[src/sv/wedt_pkg.sv]
`default_nettype none
package wedt_pkg;

   // Sizing
   localparam int MAX_LEN   = 32;
   localparam int ALPHABET  = 26;
   localparam int COST_BITS = 8;

   localparam int DIST_W    = 14;
   localparam int LET_W     = 5;
   localparam int LEN_W     = $clog2(MAX_LEN + 1);
   localparam int POS_W     = $clog2(MAX_LEN);
   localparam int ALPHA_W   = $clog2(ALPHABET);
   localparam int PAIR_W    = $clog2(ALPHABET * ALPHABET);
   localparam int BANK_W    = 2;
   localparam int ROW_AW    = BANK_W + LEN_W;
   localparam int ROW_DEPTH = 3 * (2 ** LEN_W);
   localparam int SUM_W     = ((DIST_W > COST_BITS) ? DIST_W : COST_BITS) + 1;

   localparam logic [DIST_W-1:0] DIST_MAX  = '1;
   localparam logic [LET_W-1:0]  ALPHA_LET = LET_W'(ALPHABET);
   localparam logic [LEN_W-1:0]  FULL_LEN  = LEN_W'(MAX_LEN);

   // Request actions
   localparam logic [1:0] ACT_COST   = 2'd0;
   localparam logic [1:0] ACT_SOURCE = 2'd1;
   localparam logic [1:0] ACT_TARGET = 2'd2;

   // Cost tables
   localparam logic [1:0] TBL_INS = 2'd0;
   localparam logic [1:0] TBL_DEL = 2'd1;
   localparam logic [1:0] TBL_SUB = 2'd2;
   localparam logic [1:0] TBL_TRA = 2'd3;

   // Datapath operations
   localparam int OP_W = 4;
   localparam logic [OP_W-1:0] OP_NONE  = 4'd0;
   localparam logic [OP_W-1:0] OP_BINIT = 4'd1;
   localparam logic [OP_W-1:0] OP_BREAD = 4'd2;
   localparam logic [OP_W-1:0] OP_BCOST = 4'd3;
   localparam logic [OP_W-1:0] OP_BACC  = 4'd4;
   localparam logic [OP_W-1:0] OP_RSRC  = 4'd5;
   localparam logic [OP_W-1:0] OP_RCOST = 4'd6;
   localparam logic [OP_W-1:0] OP_RINIT = 4'd7;
   localparam logic [OP_W-1:0] OP_CREAD = 4'd8;
   localparam logic [OP_W-1:0] OP_CCOST = 4'd9;
   localparam logic [OP_W-1:0] OP_CCELL = 4'd10;
   localparam logic [OP_W-1:0] OP_DONE  = 4'd11;

   typedef struct packed {
      logic            load;
      logic [OP_W-1:0] op;
   } cmd_type;

   typedef struct packed {
      logic go;
      logic m_zero;
      logic n_zero;
      logic j_end;
      logic i_end;
   } status_type;

   // Add a cost to a distance, saturating at the top code
   function automatic logic [DIST_W-1:0] sat_add(input logic [DIST_W-1:0] a,
                                                 input logic [COST_BITS-1:0] b);
      logic [SUM_W-1:0] s;
      s = SUM_W'(a) + SUM_W'(b);
      return (s > SUM_W'(DIST_MAX)) ? DIST_MAX : s[DIST_W-1:0];
   endfunction

   // Flat index of a letter pair table
   function automatic logic [PAIR_W-1:0] pair_index(input logic [LET_W-1:0] a,
                                                    input logic [LET_W-1:0] b);
      return PAIR_W'(a) * PAIR_W'(ALPHABET) + PAIR_W'(b);
   endfunction

endpackage
`default_nettype wire

[src/sv/wedt_ctrl.sv]
`default_nettype none
module wedt_ctrl (
   input  logic                   clock,
   input  logic                   reset,
   input  logic                   req_valid,
   output logic                   req_ready,
   output logic                   rsp_valid,
   input  logic                   rsp_ready,
   input  wedt_pkg::status_type   status,
   output wedt_pkg::cmd_type      cmd
);

   localparam logic [3:0] S_IDLE  = 4'd0;
   localparam logic [3:0] S_BINIT = 4'd1;
   localparam logic [3:0] S_BREAD = 4'd2;
   localparam logic [3:0] S_BCOST = 4'd3;
   localparam logic [3:0] S_BACC  = 4'd4;
   localparam logic [3:0] S_RSRC  = 4'd5;
   localparam logic [3:0] S_RCOST = 4'd6;
   localparam logic [3:0] S_RINIT = 4'd7;
   localparam logic [3:0] S_CREAD = 4'd8;
   localparam logic [3:0] S_CCOST = 4'd9;
   localparam logic [3:0] S_CCELL = 4'd10;
   localparam logic [3:0] S_DONE  = 4'd11;
   localparam logic [3:0] S_RESP  = 4'd12;

   logic [3:0] state_ff, state_in;
   logic       xfer;

   assign req_ready = (state_ff == S_IDLE);
   assign rsp_valid = (state_ff == S_RESP);
   assign xfer      = req_valid && req_ready;

   // Sequence the table walk
   always_comb begin
      state_in = state_ff;
      cmd.load = xfer;
      cmd.op   = wedt_pkg::OP_NONE;
      unique case (state_ff)
         S_IDLE: begin
            if (xfer && status.go) state_in = S_BINIT;
         end
         S_BINIT: begin
            cmd.op = wedt_pkg::OP_BINIT;
            if (!status.m_zero)     state_in = S_BREAD;
            else if (status.n_zero) state_in = S_DONE;
            else                    state_in = S_RSRC;
         end
         S_BREAD: begin
            cmd.op   = wedt_pkg::OP_BREAD;
            state_in = S_BCOST;
         end
         S_BCOST: begin
            cmd.op   = wedt_pkg::OP_BCOST;
            state_in = S_BACC;
         end
         S_BACC: begin
            cmd.op = wedt_pkg::OP_BACC;
            if (!status.j_end)      state_in = S_BREAD;
            else if (status.n_zero) state_in = S_DONE;
            else                    state_in = S_RSRC;
         end
         S_RSRC: begin
            cmd.op   = wedt_pkg::OP_RSRC;
            state_in = S_RCOST;
         end
         S_RCOST: begin
            cmd.op   = wedt_pkg::OP_RCOST;
            state_in = S_RINIT;
         end
         S_RINIT: begin
            cmd.op = wedt_pkg::OP_RINIT;
            if (!status.m_zero)    state_in = S_CREAD;
            else if (status.i_end) state_in = S_DONE;
            else                   state_in = S_RSRC;
         end
         S_CREAD: begin
            cmd.op   = wedt_pkg::OP_CREAD;
            state_in = S_CCOST;
         end
         S_CCOST: begin
            cmd.op   = wedt_pkg::OP_CCOST;
            state_in = S_CCELL;
         end
         S_CCELL: begin
            cmd.op = wedt_pkg::OP_CCELL;
            if (!status.j_end)     state_in = S_CREAD;
            else if (status.i_end) state_in = S_DONE;
            else                   state_in = S_RSRC;
         end
         S_DONE: begin
            cmd.op   = wedt_pkg::OP_DONE;
            state_in = S_RESP;
         end
         S_RESP: begin
            if (rsp_ready) state_in = S_IDLE;
         end
         default: state_in = S_IDLE;
      endcase
   end

   always_ff @(posedge clock) begin
      if (reset) state_ff <= S_IDLE;
      else       state_ff <= state_in;
   end

endmodule
`default_nettype wire

[config.mk]
export PLATFORM = sky130hd
export DESIGN_NAME = wedt_ctrl
export DESIGN_NICKNAME = d
export VERILOG_FILES = /design/src/sv/wedt_pkg.sv /design/src/sv/wedt_ctrl.sv
export SDC_FILE = /design/constraint.sdc
export NUM_CORES = 1
export LEC_CHECK = 0
export BUFFER_PORTS_ARGS = -buffer_cell sky130_fd_sc_hd__buf_2
export CORE_MARGIN = 8
export CORE_UTILIZATION = 35
export CTS_CLUSTER_DIAMETER = 60
export DETAILED_ROUTE_END_ITERATION = 10
export PLACE_DENSITY_LB_ADDON = 0.25
export SYNTH_ARGS = -nofsm -noshare
export SYNTH_HDL_FRONTEND = slang
export SYNTH_SLANG_ARGS = --single-unit
[constraint.sdc]
create_clock -name clock -period 1.69 [get_ports clock]
set_input_delay 0.338 -clock clock [delete_from_list [all_inputs] [get_ports clock]]
set_output_delay 0.338 -clock clock [all_outputs]
set_load 0.02 [all_outputs]
# Word level (Yosys, flattened, before mapping)
# Cells that the tools add are included.
# classes
n_reduce_logical,4
mux,10
n_eq_ne,14
# ops
operator,n
one-hot mux 4 bit (13 select lines),1
one-hot mux 4 bit (11 select lines),1
two-way mux 4 bit,8
equality test 4 bit (second input constant),5
equality test 4 x 3 -> 1 bit (second input constant),4
equality test 4 x 2 -> 1 bit (second input constant),2
equality test 4 x 1 -> 1 bit (second input constant),1
logical NOT 4 bit,1
inequality test 2 x 1 -> 1 bit (second input constant),2
logical AND 1 bit,2
AND reduction 2 bit,1
# word_totals
in_bits,9
ff_bits,4
output_inout_bits,7

# Logic depth before layout (Yosys ltp)
# Gate-level depths: netlist (run 1).
# logic_depth
depth_word,5
depth_mapped,6

# Least setup slack after synthesis (run 1)
# OpenSTA, ideal clock, no wires.
# synth_timing
path_kind,register to output
from,register state_ff[0]
to,output cmd[4] in the netlist's numbering
t_arrival_ns,1.328
slack_ns,0.024
n_path_buf,2
path_stages_with_launch,5
required_ns,1.352
cell_sequence,dfxtp_1 buf_6 nor4_2 and2_1 buf_4
# synth_between
elab_chain_cells,2
# synth_lines
element,line,source
from (decl),wedt_ctrl.sv:27,"logic [3:0] state_ff, state_in;"
from (signal assigned),wedt_ctrl.sv:104,else state_ff <= state_in;
logical NOT 4 bit,wedt_ctrl.sv:30,assign req_ready = (state_ff == S_IDLE);
named net req_ready,wedt_ctrl.sv:6,"output logic req_ready,"
logical AND 1 bit,wedt_ctrl.sv:32,assign xfer = req_valid && req_ready;
to (decl),wedt_ctrl.sv:10,output wedt_pkg::cmd_type cmd
# The timed path passes the listed nets, and every way through them passes these cells.

==> results of run 1 <==
worst max-delay path by stage:
stage | to | slack [ns] | start | depth (start not counted)
finish | cmd[4] | 0.13 | state_ff[3]$_SDFFE_PP0P_ | 3
global route | cmd[4] | 0.009 | state_ff[3]$_SDFFE_PP0P_ | 3
CTS | rsp_valid | 0.004 | state_ff[2]$_SDFFE_PP0P_ | 3
detailed placement | rsp_valid | 0.27 | state_ff[2]$_SDFFE_PP0P_ | 3
global placement | rsp_valid | 0.30 | state_ff[2]$_SDFFE_PP0P_ | 3
floorplan | cmd[4] | 0.02 | state_ff[0]$_SDFFE_PP0P_ | 4
routing by layer:
metal / up-vias / part of all wire [%]
li1: 242 / -
met1: 224 / 43
met2: 17 / 47
met3: 3 / 8.4
met4: 0 / 0.88
met5: - / 0
power by group through the flow:
| stage | Clock [mW] | Sequential, mW | Combinational [mW] |
|---|---|---|---|
| after floorplan | 0 | 0.158 | 0.718 |
| after global placement | 0 | 0.210 | 0.720 |
| after detailed placement | 0 | 0.209 | 0.717 |
| after CTS | 0.125 | 0.208 | 0.722 |
| after global routing | 0.134 | 0.221 | 0.789 |
| final | 0.121 | 0.212 | 0.715 |
Yosys cell counts:
cell	count	share of area, %
nor2_1	2	1.6
nand2b_1	2	2.6
nand2_1	4	3.1
and2b_1	1	1.6
nor3b_1	3	4.7
a32o_1	1	2.1
xnor2_1	1	1.8
o21ai_1	2	2.1
or3b_1	1	1.8
buf_8	1	3.1
a31oi_1	4	5.2
and4b_1	1	2.1
a311oi_1	1	1.8
o21ba_1	1	2.1
buf_6	3	7.0
o32ai_1	1	1.8
nor3_2	1	2.1
buf_4	3	4.7
a32oi_1	1	1.8
nor2b_2	1	1.8
and2_1	3	3.9
nor2b_1	4	5.2
dfxtp_1	4	17
a21oi_2	1	1.8
nor4_2	1	2.6
inv_1	1	0.78
nand3b_1	2	3.1
nor3_1	1	1.0
a21boi_0	1	1.6
a2bb2oi_2	1	3.1
nand3_1	3	3.1
a21oi_1	2	2.1
final cells by class:
type | count | area (um2) | area share, %
multi-input combinational | 47 | 325 | 59.9
timing repair buffer | 17 | 90.1 | 16.6
sequential | 4 | 82.6 | 15.2
clock buffer | 3 | 22.5 | 4.15
tap | 15 | 18.8 | 3.46
inverter | 1 | 3.75 | 0.691
logic make-up after synthesis:
kind of cell,Yosys count
AO/OA/AOI/OAI,16
AND/OR/NAND/NOR,30
buffers and inverters,8
flip-flops,4
XOR/XNOR,1
worst max-delay path: cells and delay by family (launching register included):
family / cells / cell delay [ns]
buf+inv: 1 / 0.15
simple gates: 2 / 0.46
flops: 1 / 0.37
stage by stage:
| step | hold slack (ns) | utilization (%) | total power [mW] | instances | worst slack, ns |
|---|---|---|---|---|---|
| after floorplan | 0.407 | - | 0.876 | 59 | 0.0236 |
| after global placement | 0.551 | 40.3 | 0.930 | 84 | 0.296 |
| after detailed placement | 0.551 | 40.3 | 0.926 | 84 | 0.273 |
| after CTS | 0.295 | 42.1 | 1.06 | 87 | 0.00421 |
| after global routing | 0.292 | 42.3 | 1.14 | 87 | 0.00928 |
| final | 0.294 | 42.3 | 1.05 | 87 | 0.127 |
==> metrics.md, run 1 <==
| Metric | Value |
|---|---|
| Status | `finished, final reports clean` |
| Slowest-stage cell, CP | `dfxtp_2` |
| Postcts setup bufs | `0` |
| Root buffer cell | `clkbuf_4` |
| Synthesized cell area | `480 um2` |
| Site Rows | `13` |
| Max reg flops | `4` |
| Hold EP | `state_ff[2]$_SDFFE_PP0P_` |
| Share of cells above drive strength 1 | `37.5%` |
| GRT Max-Usage Layer | `met2` |
| Sequential Power Share | `20.2%` |
| Drt initial violations | `9` |
| Clock Latency Late Sink | `0.24 ns` |
| Longest Clk Path Bufs | `2` |
| Max Fclk | `640 MHz` |
| Net Sw Frac | `48.4%` |
| CP arrival | `1.23 ns` |
| Final Max Tran Viols | `0` |
| Final WL | `1140 um` |
| Synth cell types | `32` |
| Total number of vias | `486` |
| First-pass GRT wire length | `1900 um` |
| Hpwl dp | `851 um` |
| Drt pass-1 iters | `4` |
| Routability Congestion | `0.751` |
| Largest family of logic cells by synthesized area | `simple AND/OR/NAND/NOR gates` |
| Worst R2R End | `state_ff[1]$_SDFFE_PP0P_` |
| Vias in the first global route | `457` |
| # IOs | `16` |
| Initial core utilization | `37.4%` |
| Layout Nets | `83` |
| Largest net degree at the start of global routing | `17` |
| Total gr overflow | `0` |
| Endpoints failing hold | `0` |
| Crit path cell chain | `nor4_2, and2_1, buf_2` |
| Met3 Usage GRT | `4.76%` |
| Most frequent cells in the layout | `15 x buf_2, 4 x nand2_1, 4 x a31oi_1, 4 x nor2b_1` |
| WL per Instance | `13.1 um` |
| Top Registers | `state_ff x4` |
| Synthesis Warnings | `0` |
| Critical path required time | `1.35 ns` |
| Met2 usage | `13.9%` |
| # resized after CTS | `0` |
| Die X-Extent | `53.1 um` |
| Final Setup Violations | `0` |
| WS Path Type | `flip-flop to output pin` |
| Clock-pin slew on the worst setup and hold paths | `0.04 ns` |
| Post-synthesis sequential area ratio | `16.7%` |
| Fin area | `543 um2` |
| Synth Area in Adders | `0%` |
| Fillers | `152` |
| Top reg by flops | `state_ff` |
| Tmin final | `1.56 ns` |
| CTS Sinks | `4` |
| CTS Buf Count | `3` |
| Internal | `541 uW` |
| Antenna-violating nets left | `0` |
| Post-Syn Nets | `68` |
| Vias per cell | `5.59` |
| Die area | `2810 um2` |
| FF-to-FF setup slack | `0.45 ns` |
| Register bit total from synthesis | `4` |
| Met1 global-route usage | `9.29%` |
| Max_cap viols | `0` |
| TritonCTS clock tree | `built` |
| Hold Path Cell Cnt | `2` |
| P_leak | `0.224 nW` |
| Die Height | `53.1 um` |
| Sw power | `508 uW` |
| Commonest non-fill, non-tap cell in the layout | `buf_2` |
| Unrepaired setup endpoints after global routing | `no` |
| Slew @ Worst Pin | `0.292 ns` |
| Synth Area in Compound Gates | `25.5%` |
| Comb power frac | `68.2%` |
| # diodes | `0` |
| Placement Cell Area | `518 um2` |
| FF-to-FF path depth | `4` |
| Total GRT Usage | `9.05%` |
| Antenna violations before repair | `0` |
| Hold WC Path Type | `input port to flip-flop` |
| Critical Path Sink Type | `output pin` |
| Worst Skew | `0.00252 ns` |
| Post-Synthesis Cells | `59` |
| PortBufs | `15` |
| Mean post-synth cell area | `8.14 um2` |
| CTS H-tree depth | `1` |
| XOR/XNOR Fraction of Synth Area | `1.82%` |
| TNS Setup | `0 ns` |
| VDD IR-drop max | `630 uV` |
| Final period util | `92.5%` |
| Post-synthesis mux area share | `0%` |
| Pwr/cell area | `1930 nW/um2` |
| Worst-path maximum fanout | `10` |
| # hold bufs at CTS | `0` |
| Area Growth Syn to Fin | `13.0%` |
| Simple-Gate Fraction of Synth Area | `40.4%` |
| Residual DRC | `0` |
| Worst r2r src | `state_ff[2]$_SDFFE_PP0P_` |
| Slew margin rel. | `80.4%` |
| Startpoint type of the worst setup path | `flip-flop` |
| Clk pwr share | `11.5%` |
| Worst hold start | `reset` |
| Largest stage delay, worst path | `0.37 ns` |
| Core box area | `1280 um2` |
No activity file was read; power rests on OpenSTA's default activity.
==> run 2: changes to the inputs <==
--- a/config.mk
+++ b/config.mk
@@ -10,3 +10,2 @@
 export CORE_UTILIZATION = 35
-export CTS_CLUSTER_DIAMETER = 60
 export DETAILED_ROUTE_END_ITERATION = 10
==> constraint.sdc (replaced) <==
create_clock -name clock -period 1.69 [get_ports clock]
set_input_delay 0.169 -clock clock [delete_from_list [all_inputs] [get_ports clock]]
set_output_delay 0.169 -clock clock [all_outputs]
set_load 0.02 [all_outputs]
==> run 2 against run 1 <==
Compared with the run above:
- sequential share of layout area grew 0.23 points
- combinational power down 20%
- critical path type unchanged
- maximum frequency decreased by 0.87%
- largest cell class unchanged
- power decreased by 4.1%
- setup slack got worse by 0.014 ns
- clock-buffer cell count is the same
- final cell count is 2.3% lower
- non-clock buffer count shrank 2
- first-iteration DRC count rose by 100%
==> metrics.md, run 2 (synthesized netlist as in run 1, its figures left out) <==
| Metric | Value |
|---|---|
| Routability Congestion | `0.740 (-1.5%)` |
| Unrepaired setup endpoints after global routing | `no` |
| First-pass GRT wire length | `1900 um (+0.37%)` |
| Worst hold start | `reset` |
| Die X-Extent | `53.1 um (unchanged)` |
| WS Path Type | `flip-flop to output pin` |
| Most frequent cells in the layout | `15 x buf_2, 4 x nand2_1, 4 x a31oi_1, 4 x nor2b_1` |
| Longest Clk Path Bufs | `2 (unchanged)` |
| Site Rows | `13 (unchanged)` |
| Final WL | `1130 um (-0.26%)` |
| TNS Setup | `0 ns (unchanged)` |
| Hold Path Cell Cnt | `2 (unchanged)` |
| Vias in the first global route | `425 (-7.0%)` |
| CTS Sinks | `4 (unchanged)` |
| Met2 WL | `491 um (-8.9%)` |
| Root buffer cell | `clkbuf_4` |
| Final period util | `93.3% (+0.81 points)` |
| Crit path cell chain | `nor4_2, and2_1, buf_2` |
| Top Registers | `state_ff x4` |
| Tmin final | `1.58 ns (+0.0137 ns)` |
| Postcts setup bufs | `0 (unchanged)` |
| VDD IR-drop max | `627 uV (-0.47%)` |
| Min Hold Slack | `0.138 ns (-0.156 ns)` |
| Crit path buf inv count | `1 (unchanged)` |
| Core box area | `1280 um2 (unchanged)` |
| Total number of vias | `467 (-3.9%)` |
| Clock Latency Late Sink | `0.24 ns (about the same)` |
| Slowest-stage cell, CP | `dfxtp_1` |
| Pwr/cell area | `1910 nW/um2 (-1.1%)` |
| Antenna violations before repair | `0 (unchanged)` |
| Dpl ws | `0.292 ns (+0.0192 ns)` |
| Metal-1 WL | `519 um (+5.9%)` |
| Initial core utilization | `37.4% (unchanged)` |
| # hold bufs at CTS | `0 (unchanged)` |
| PortBufs | `15 (unchanged)` |
| Slew margin rel. | `63.2% (-17 points)` |
| Die area | `2810 um2 (unchanged)` |
| Status | `finished, final reports clean` |
| Worst R2R End | `state_ff[0]$_SDFFE_PP0P_` |
| Top reg by flops | `state_ff` |
| Drt initial violations | `18 (+9)` |
| Total GRT Usage | `8.99% (-0.056 points)` |
| Top sig layer | `met4` |
| P_leak | `0.213 nW (-4.9%)` |
| Vias per cell | `5.49 (-1.6%)` |
| Critical path required time | `1.52 ns (+0.17 ns)` |
| CTS H-tree depth | `1 (unchanged)` |
| # resized after CTS | `0 (unchanged)` |
| Worst-path maximum fanout | `17 (+7)` |
| Slew @ Worst Pin | `0.551 ns (+0.259 ns)` |
| Worst setup slack after layout | `0.113 ns (-0.0137 ns)` |
| Worst Skew | `0.000349 ns (-0.00217 ns)` |
| Critical path's top delay family | `simple AND/OR/NAND/NOR gates` |
| Drt pass-1 iters | `4 (unchanged)` |
| Met3 Wirelength | `112 um (+18%)` |
| Residual DRC | `0 (unchanged)` |
| TritonCTS clock tree | `built` |
| Largest net degree at the start of global routing | `18 (+1)` |
| FF-to-FF setup slack | `0.30 ns (-0.15 ns)` |
| Critical Path Sink Type | `output pin` |
| Largest stage delay, worst path | `0.47 ns (+0.10 ns)` |
| Clock-pin slew on the worst setup and hold paths | `0.04 ns (about the same)` |
| FF-to-FF path depth | `4 (unchanged)` |
| # IOs | `16 (unchanged)` |
| Endpoints failing hold | `0 (unchanged)` |
| Share of cells above drive strength 1 | `34.3% (-3.2 points)` |
| Startpoint type of the worst setup path | `flip-flop` |
| Die Height | `53.1 um (unchanged)` |
| Antenna-violating nets left | `0 (unchanged)` |
| Max reg flops | `4 (unchanged)` |
| CTS Buf Count | `3 (unchanged)` |
| WL per Instance | `13.3 um (+2.1%)` |
| Max Fclk | `634 MHz (-0.87%)` |
| Hpwl dp | `800 um (-6.0%)` |
| Final Setup Violations | `0 (unchanged)` |
| Total gr overflow | `0 (unchanged)` |
| Commonest non-fill, non-tap cell in the layout | `buf_2` |
| Worst r2r src | `state_ff[1]$_SDFFE_PP0P_` |
| Final Max Tran Viols | `0 (unchanged)` |
| Hold EP | `state_ff[3]$_SDFFE_PP0P_` |
| Hold WC Path Type | `input port to flip-flop` |
| Area Growth Syn to Fin | `9.64%` |
| CP arrival | `1.41 ns (+0.18 ns)` |
| Layout Nets | `81 (-2.4%)` |
| # diodes | `0 (unchanged)` |
| Max_cap viols | `0 (unchanged)` |
-- run 2: cell count changes in the layout (fill, tap and decap cells not counted) --
cell,delta
dfxtp_1,+1
buf_4,-2
dfxtp_2,-1
-- run 2: metal layers --
| layer | up-vias | track usage, % |
|---|---|---|
| met5 | - | 0 |
| met3 | 3 | 5.04 |
| met4 | 0 | 5.04 |
| met1 | 208 | 11.5 |
| li1 | 237 | - |
| met2 | 19 | 11.3 |
-- run 2: area by class of cell --
cell class | instances | area (um2)
multi-input cells | 47 | 325
clock buffers | 3 | 22.5
fillers | 141 | 758
well taps | 15 | 18.8
flip-flops and latches | 4 | 81.3
repair buffers | 15 | 75.1
inverters | 1 | 3.75
-- run 2: through the flow --
step                util (%)  instances  total power, mW  cell area, um2
floorplan                  -         59            0.876             480
global placement        39.1         82            0.887             503
detailed placement      39.1         82            0.891             503
CTS                     40.9         85             1.02             526
global route            41.0         85             1.10             527
finish                  41.0         85             1.01             527
-- run 2: power breakdown --
| group | internal, mW | switching [mW] |
|---|---|---|
| Combinational | 0.288 | 0.282 |
| Clock | 0.0797 | 0.0429 |
| Sequential | 0.141 | 0.173 |
| Total | 0.508 | 0.498 |
-- run 2: how the worst max path moves through the flow --
stage                                        start                       end  cells after the start
after global placement    state_ff[1]$_SDFFE_PP0P_  state_ff[0]$_SDFFE_PP0P_                      4
after global routing      state_ff[1]$_SDFFE_PP0P_                    cmd[4]                      3
after CTS                 state_ff[0]$_SDFFE_PP0P_                    cmd[4]                      3
after detailed placement  state_ff[1]$_SDFFE_PP0P_  state_ff[0]$_SDFFE_PP0P_                      4
after floorplan           state_ff[0]$_SDFFE_PP0P_                    cmd[4]                      4
final                     state_ff[1]$_SDFFE_PP0P_                    cmd[4]                      3
==> run 3: changes to the inputs <==
- BUFFER_PORTS_ARGS: -buffer_cell sky130_fd_sc_hd__buf_2 -> not set
- DONT_BUFFER_PORTS: not set -> 1
- clock period: 1.69 -> 1.8 ns (I/O delays scaled with it)
==> run 3 against run 2 <==
Compared with the run above:
- combinational power shrank 4.2%
- register-to-register slack gained 0.06 ns
- first-iteration DRC count decreased by 72%
- global-route usage is 0.44 points lower
- power is 6.5% lower
- core utilization fell by 2.8 points
- non-clock buffer count shrank 10
- routed wire length up 0.88%
- clock power is 7% lower
- cell area fell by 6.9%
- sequential power is 11% lower
- largest cell class unchanged
==> metrics.md, run 3 (synthesized netlist as in run 1, its figures left out) <==
| Metric | Value |
|---|---|
| Worst Skew | `0.00733 ns (+0.00698 ns)` |
| WL per Instance | `15.3 um (+14%)` |
| Clock Latency Late Sink | `0.24 ns (about the same)` |
| # diodes | `0 (unchanged)` |
| Residual DRC | `0 (unchanged)` |
| Antenna-violating nets left | `0 (unchanged)` |
| Met3 Wirelength | `105 um (-6.3%)` |
| Tmin final | `1.63 ns` |
| Max Fclk | `615 MHz` |
| Core box area | `1280 um2 (unchanged)` |
| Met2 WL | `510 um (+3.9%)` |
| # IOs | `16 (unchanged)` |
| First-pass GRT wire length | `1850 um (-2.9%)` |
| PortBufs | `0 (-15)` |
| CTS Buf Count | `3 (unchanged)` |
| Die Height | `53.1 um (unchanged)` |
| Drt initial violations | `5 (-13)` |
| Hold WC Path Type | `input port to flip-flop` |
| Top reg by flops | `state_ff` |
| Total gr overflow | `0 (unchanged)` |
| Total GRT Usage | `8.55% (-0.44 points)` |
| Endpoints failing hold | `0 (unchanged)` |
| Top Registers | `state_ff x4` |
| Vias per cell | `5.85 (+6.5%)` |
| Initial core utilization | `37.4% (unchanged)` |
| Startpoint type of the worst setup path | `flip-flop` |
| Pwr/cell area | `1920 nW/um2 (+0.41%)` |
| Longest Clk Path Bufs | `2 (unchanged)` |
| Status | `finished, final reports clean` |
| TritonCTS clock tree | `built` |
| Worst-path maximum fanout | `17 (unchanged)` |
| Metal-1 WL | `511 um (-1.5%)` |
| Slew @ Worst Pin | `0.615 ns (+0.0638 ns)` |
| Hpwl dp | `857 um (+7.0%)` |
| Root buffer cell | `clkbuf_4` |
| Max_cap viols | `0 (unchanged)` |
| Final Setup Violations | `0 (unchanged)` |
| Critical path required time | `1.62 ns (+0.10 ns)` |
| # resized after CTS | `0 (unchanged)` |
| Routability Congestion | `0.705 (-4.7%)` |
| Area Growth Syn to Fin | `2.08%` |
| Clock-pin slew on the worst setup and hold paths | `0.04 ns (about the same)` |
| Share of cells above drive strength 1 | `20.0% (-14 points)` |
| Die area | `2810 um2 (unchanged)` |
| Site Rows | `13 (unchanged)` |
| Unrepaired setup endpoints after global routing | `no` |
| Most frequent cells in the layout | `4 x nand2_1, 4 x a31oi_1, 4 x nor2b_1, 4 x buf_4, 4 x dfxtp_1` |
| P_leak | `0.171 nW (-19%)` |
| Final WL | `1140 um (+0.88%)` |
| CTS Sinks | `4 (unchanged)` |
| Drt pass-1 iters | `4 (unchanged)` |
| Total number of vias | `439 (-6.0%)` |
| Layout Nets | `71 (-12%)` |
| Total Power | `940 uW (-6.5%)` |
| Antenna violations before repair | `0 (unchanged)` |
| Critical Path Sink Type | `output pin` |
| CP arrival | `1.45 ns (+0.04 ns)` |
| VDD IR-drop max | `540 uV (-14%)` |
| Top sig layer | `met4` |
| Largest net degree at the start of global routing | `18 (unchanged)` |
| Max reg flops | `4 (unchanged)` |
| Slew margin rel. | `58.9% (-4.3 points)` |
| Fillers | `149 (+5.7%)` |
| Final period util | `90.3%` |
| WS Path Type | `flip-flop to output pin` |
| Vias in the first global route | `417 (-1.9%)` |
| TNS Setup | `0 ns (unchanged)` |
| CTS H-tree depth | `1 (unchanged)` |
| Final Max Tran Viols | `0 (unchanged)` |
| Die X-Extent | `53.1 um (unchanged)` |
run 3: changes by cell type in the layout (fill, tap and decap cells not counted), sizes merged:
cell         previous run  this run
buf                    15         4
dlygate4sd3             0         1
run 3: power breakdown:
group          internal, mW  switching (mW)  total [mW]
registers             0.129           0.150       0.279
clock network        0.0748          0.0405       0.115
logic                 0.270           0.276       0.546
run 3: final timing paths:
path,from,to,slack [ns],cells past startpoint
worst max-delay path,state_ff[0]$_SDFFE_PP0P_,cmd[4],0.17,2
worst min-delay path,status[0],state_ff[1]$_SDFFE_PP0P_,0.13,2
worst max register to register,state_ff[1]$_SDFFE_PP0P_,state_ff[2]$_SDFFE_PP0P_,0.36,4
worst min register to register,state_ff[1]$_SDFFE_PP0P_,state_ff[1]$_SDFFE_PP0P_,0.75,2
run 3: final cells by class:
| class | instances | area, um2 | share of cell area [%] |
|---|---|---|---|
| clock buffer | 3 | 22.5 | 4.59 |
| inverter | 1 | 3.75 | 0.765 |
| sequential | 4 | 80.1 | 16.3 |
| multi-input combinational | 47 | 325 | 66.3 |
| tap | 15 | 18.8 | 3.83 |
| timing repair buffer | 5 | 40.0 | 8.16 |
run 3: critical path: stages, from the launching register on:
cell and delay (ns):
dfxtp_1 0.49, nor4_2 0.41, and2_1 0.30
run 3: routing by layer:
layer	GRT usage, %	up-vias
li1	-	217
met1	9.78	205
met2	13.1	15
met3	3.36	2
met4	5.04	0
met5	0	-
run 3: what timing repair did:
action,in CTS,in global routing
hold buffers,0,1
endpoints found under the hold margin,0,3
setup buffers,0,0
run 3: through the flow:
step	cells	hold WS, ns	area [um2]	setup slack, ns	util, %
detailed placement	71	0.254	458	0.396	35.6
finish	75	0.134	490	0.175	38.2
global placement	71	0.255	458	0.395	35.6
CTS	74	0.0000486	480	0.156	37.4
floorplan	59	0.249	480	0.292	-
global route	75	0.139	490	0.0723	38.2
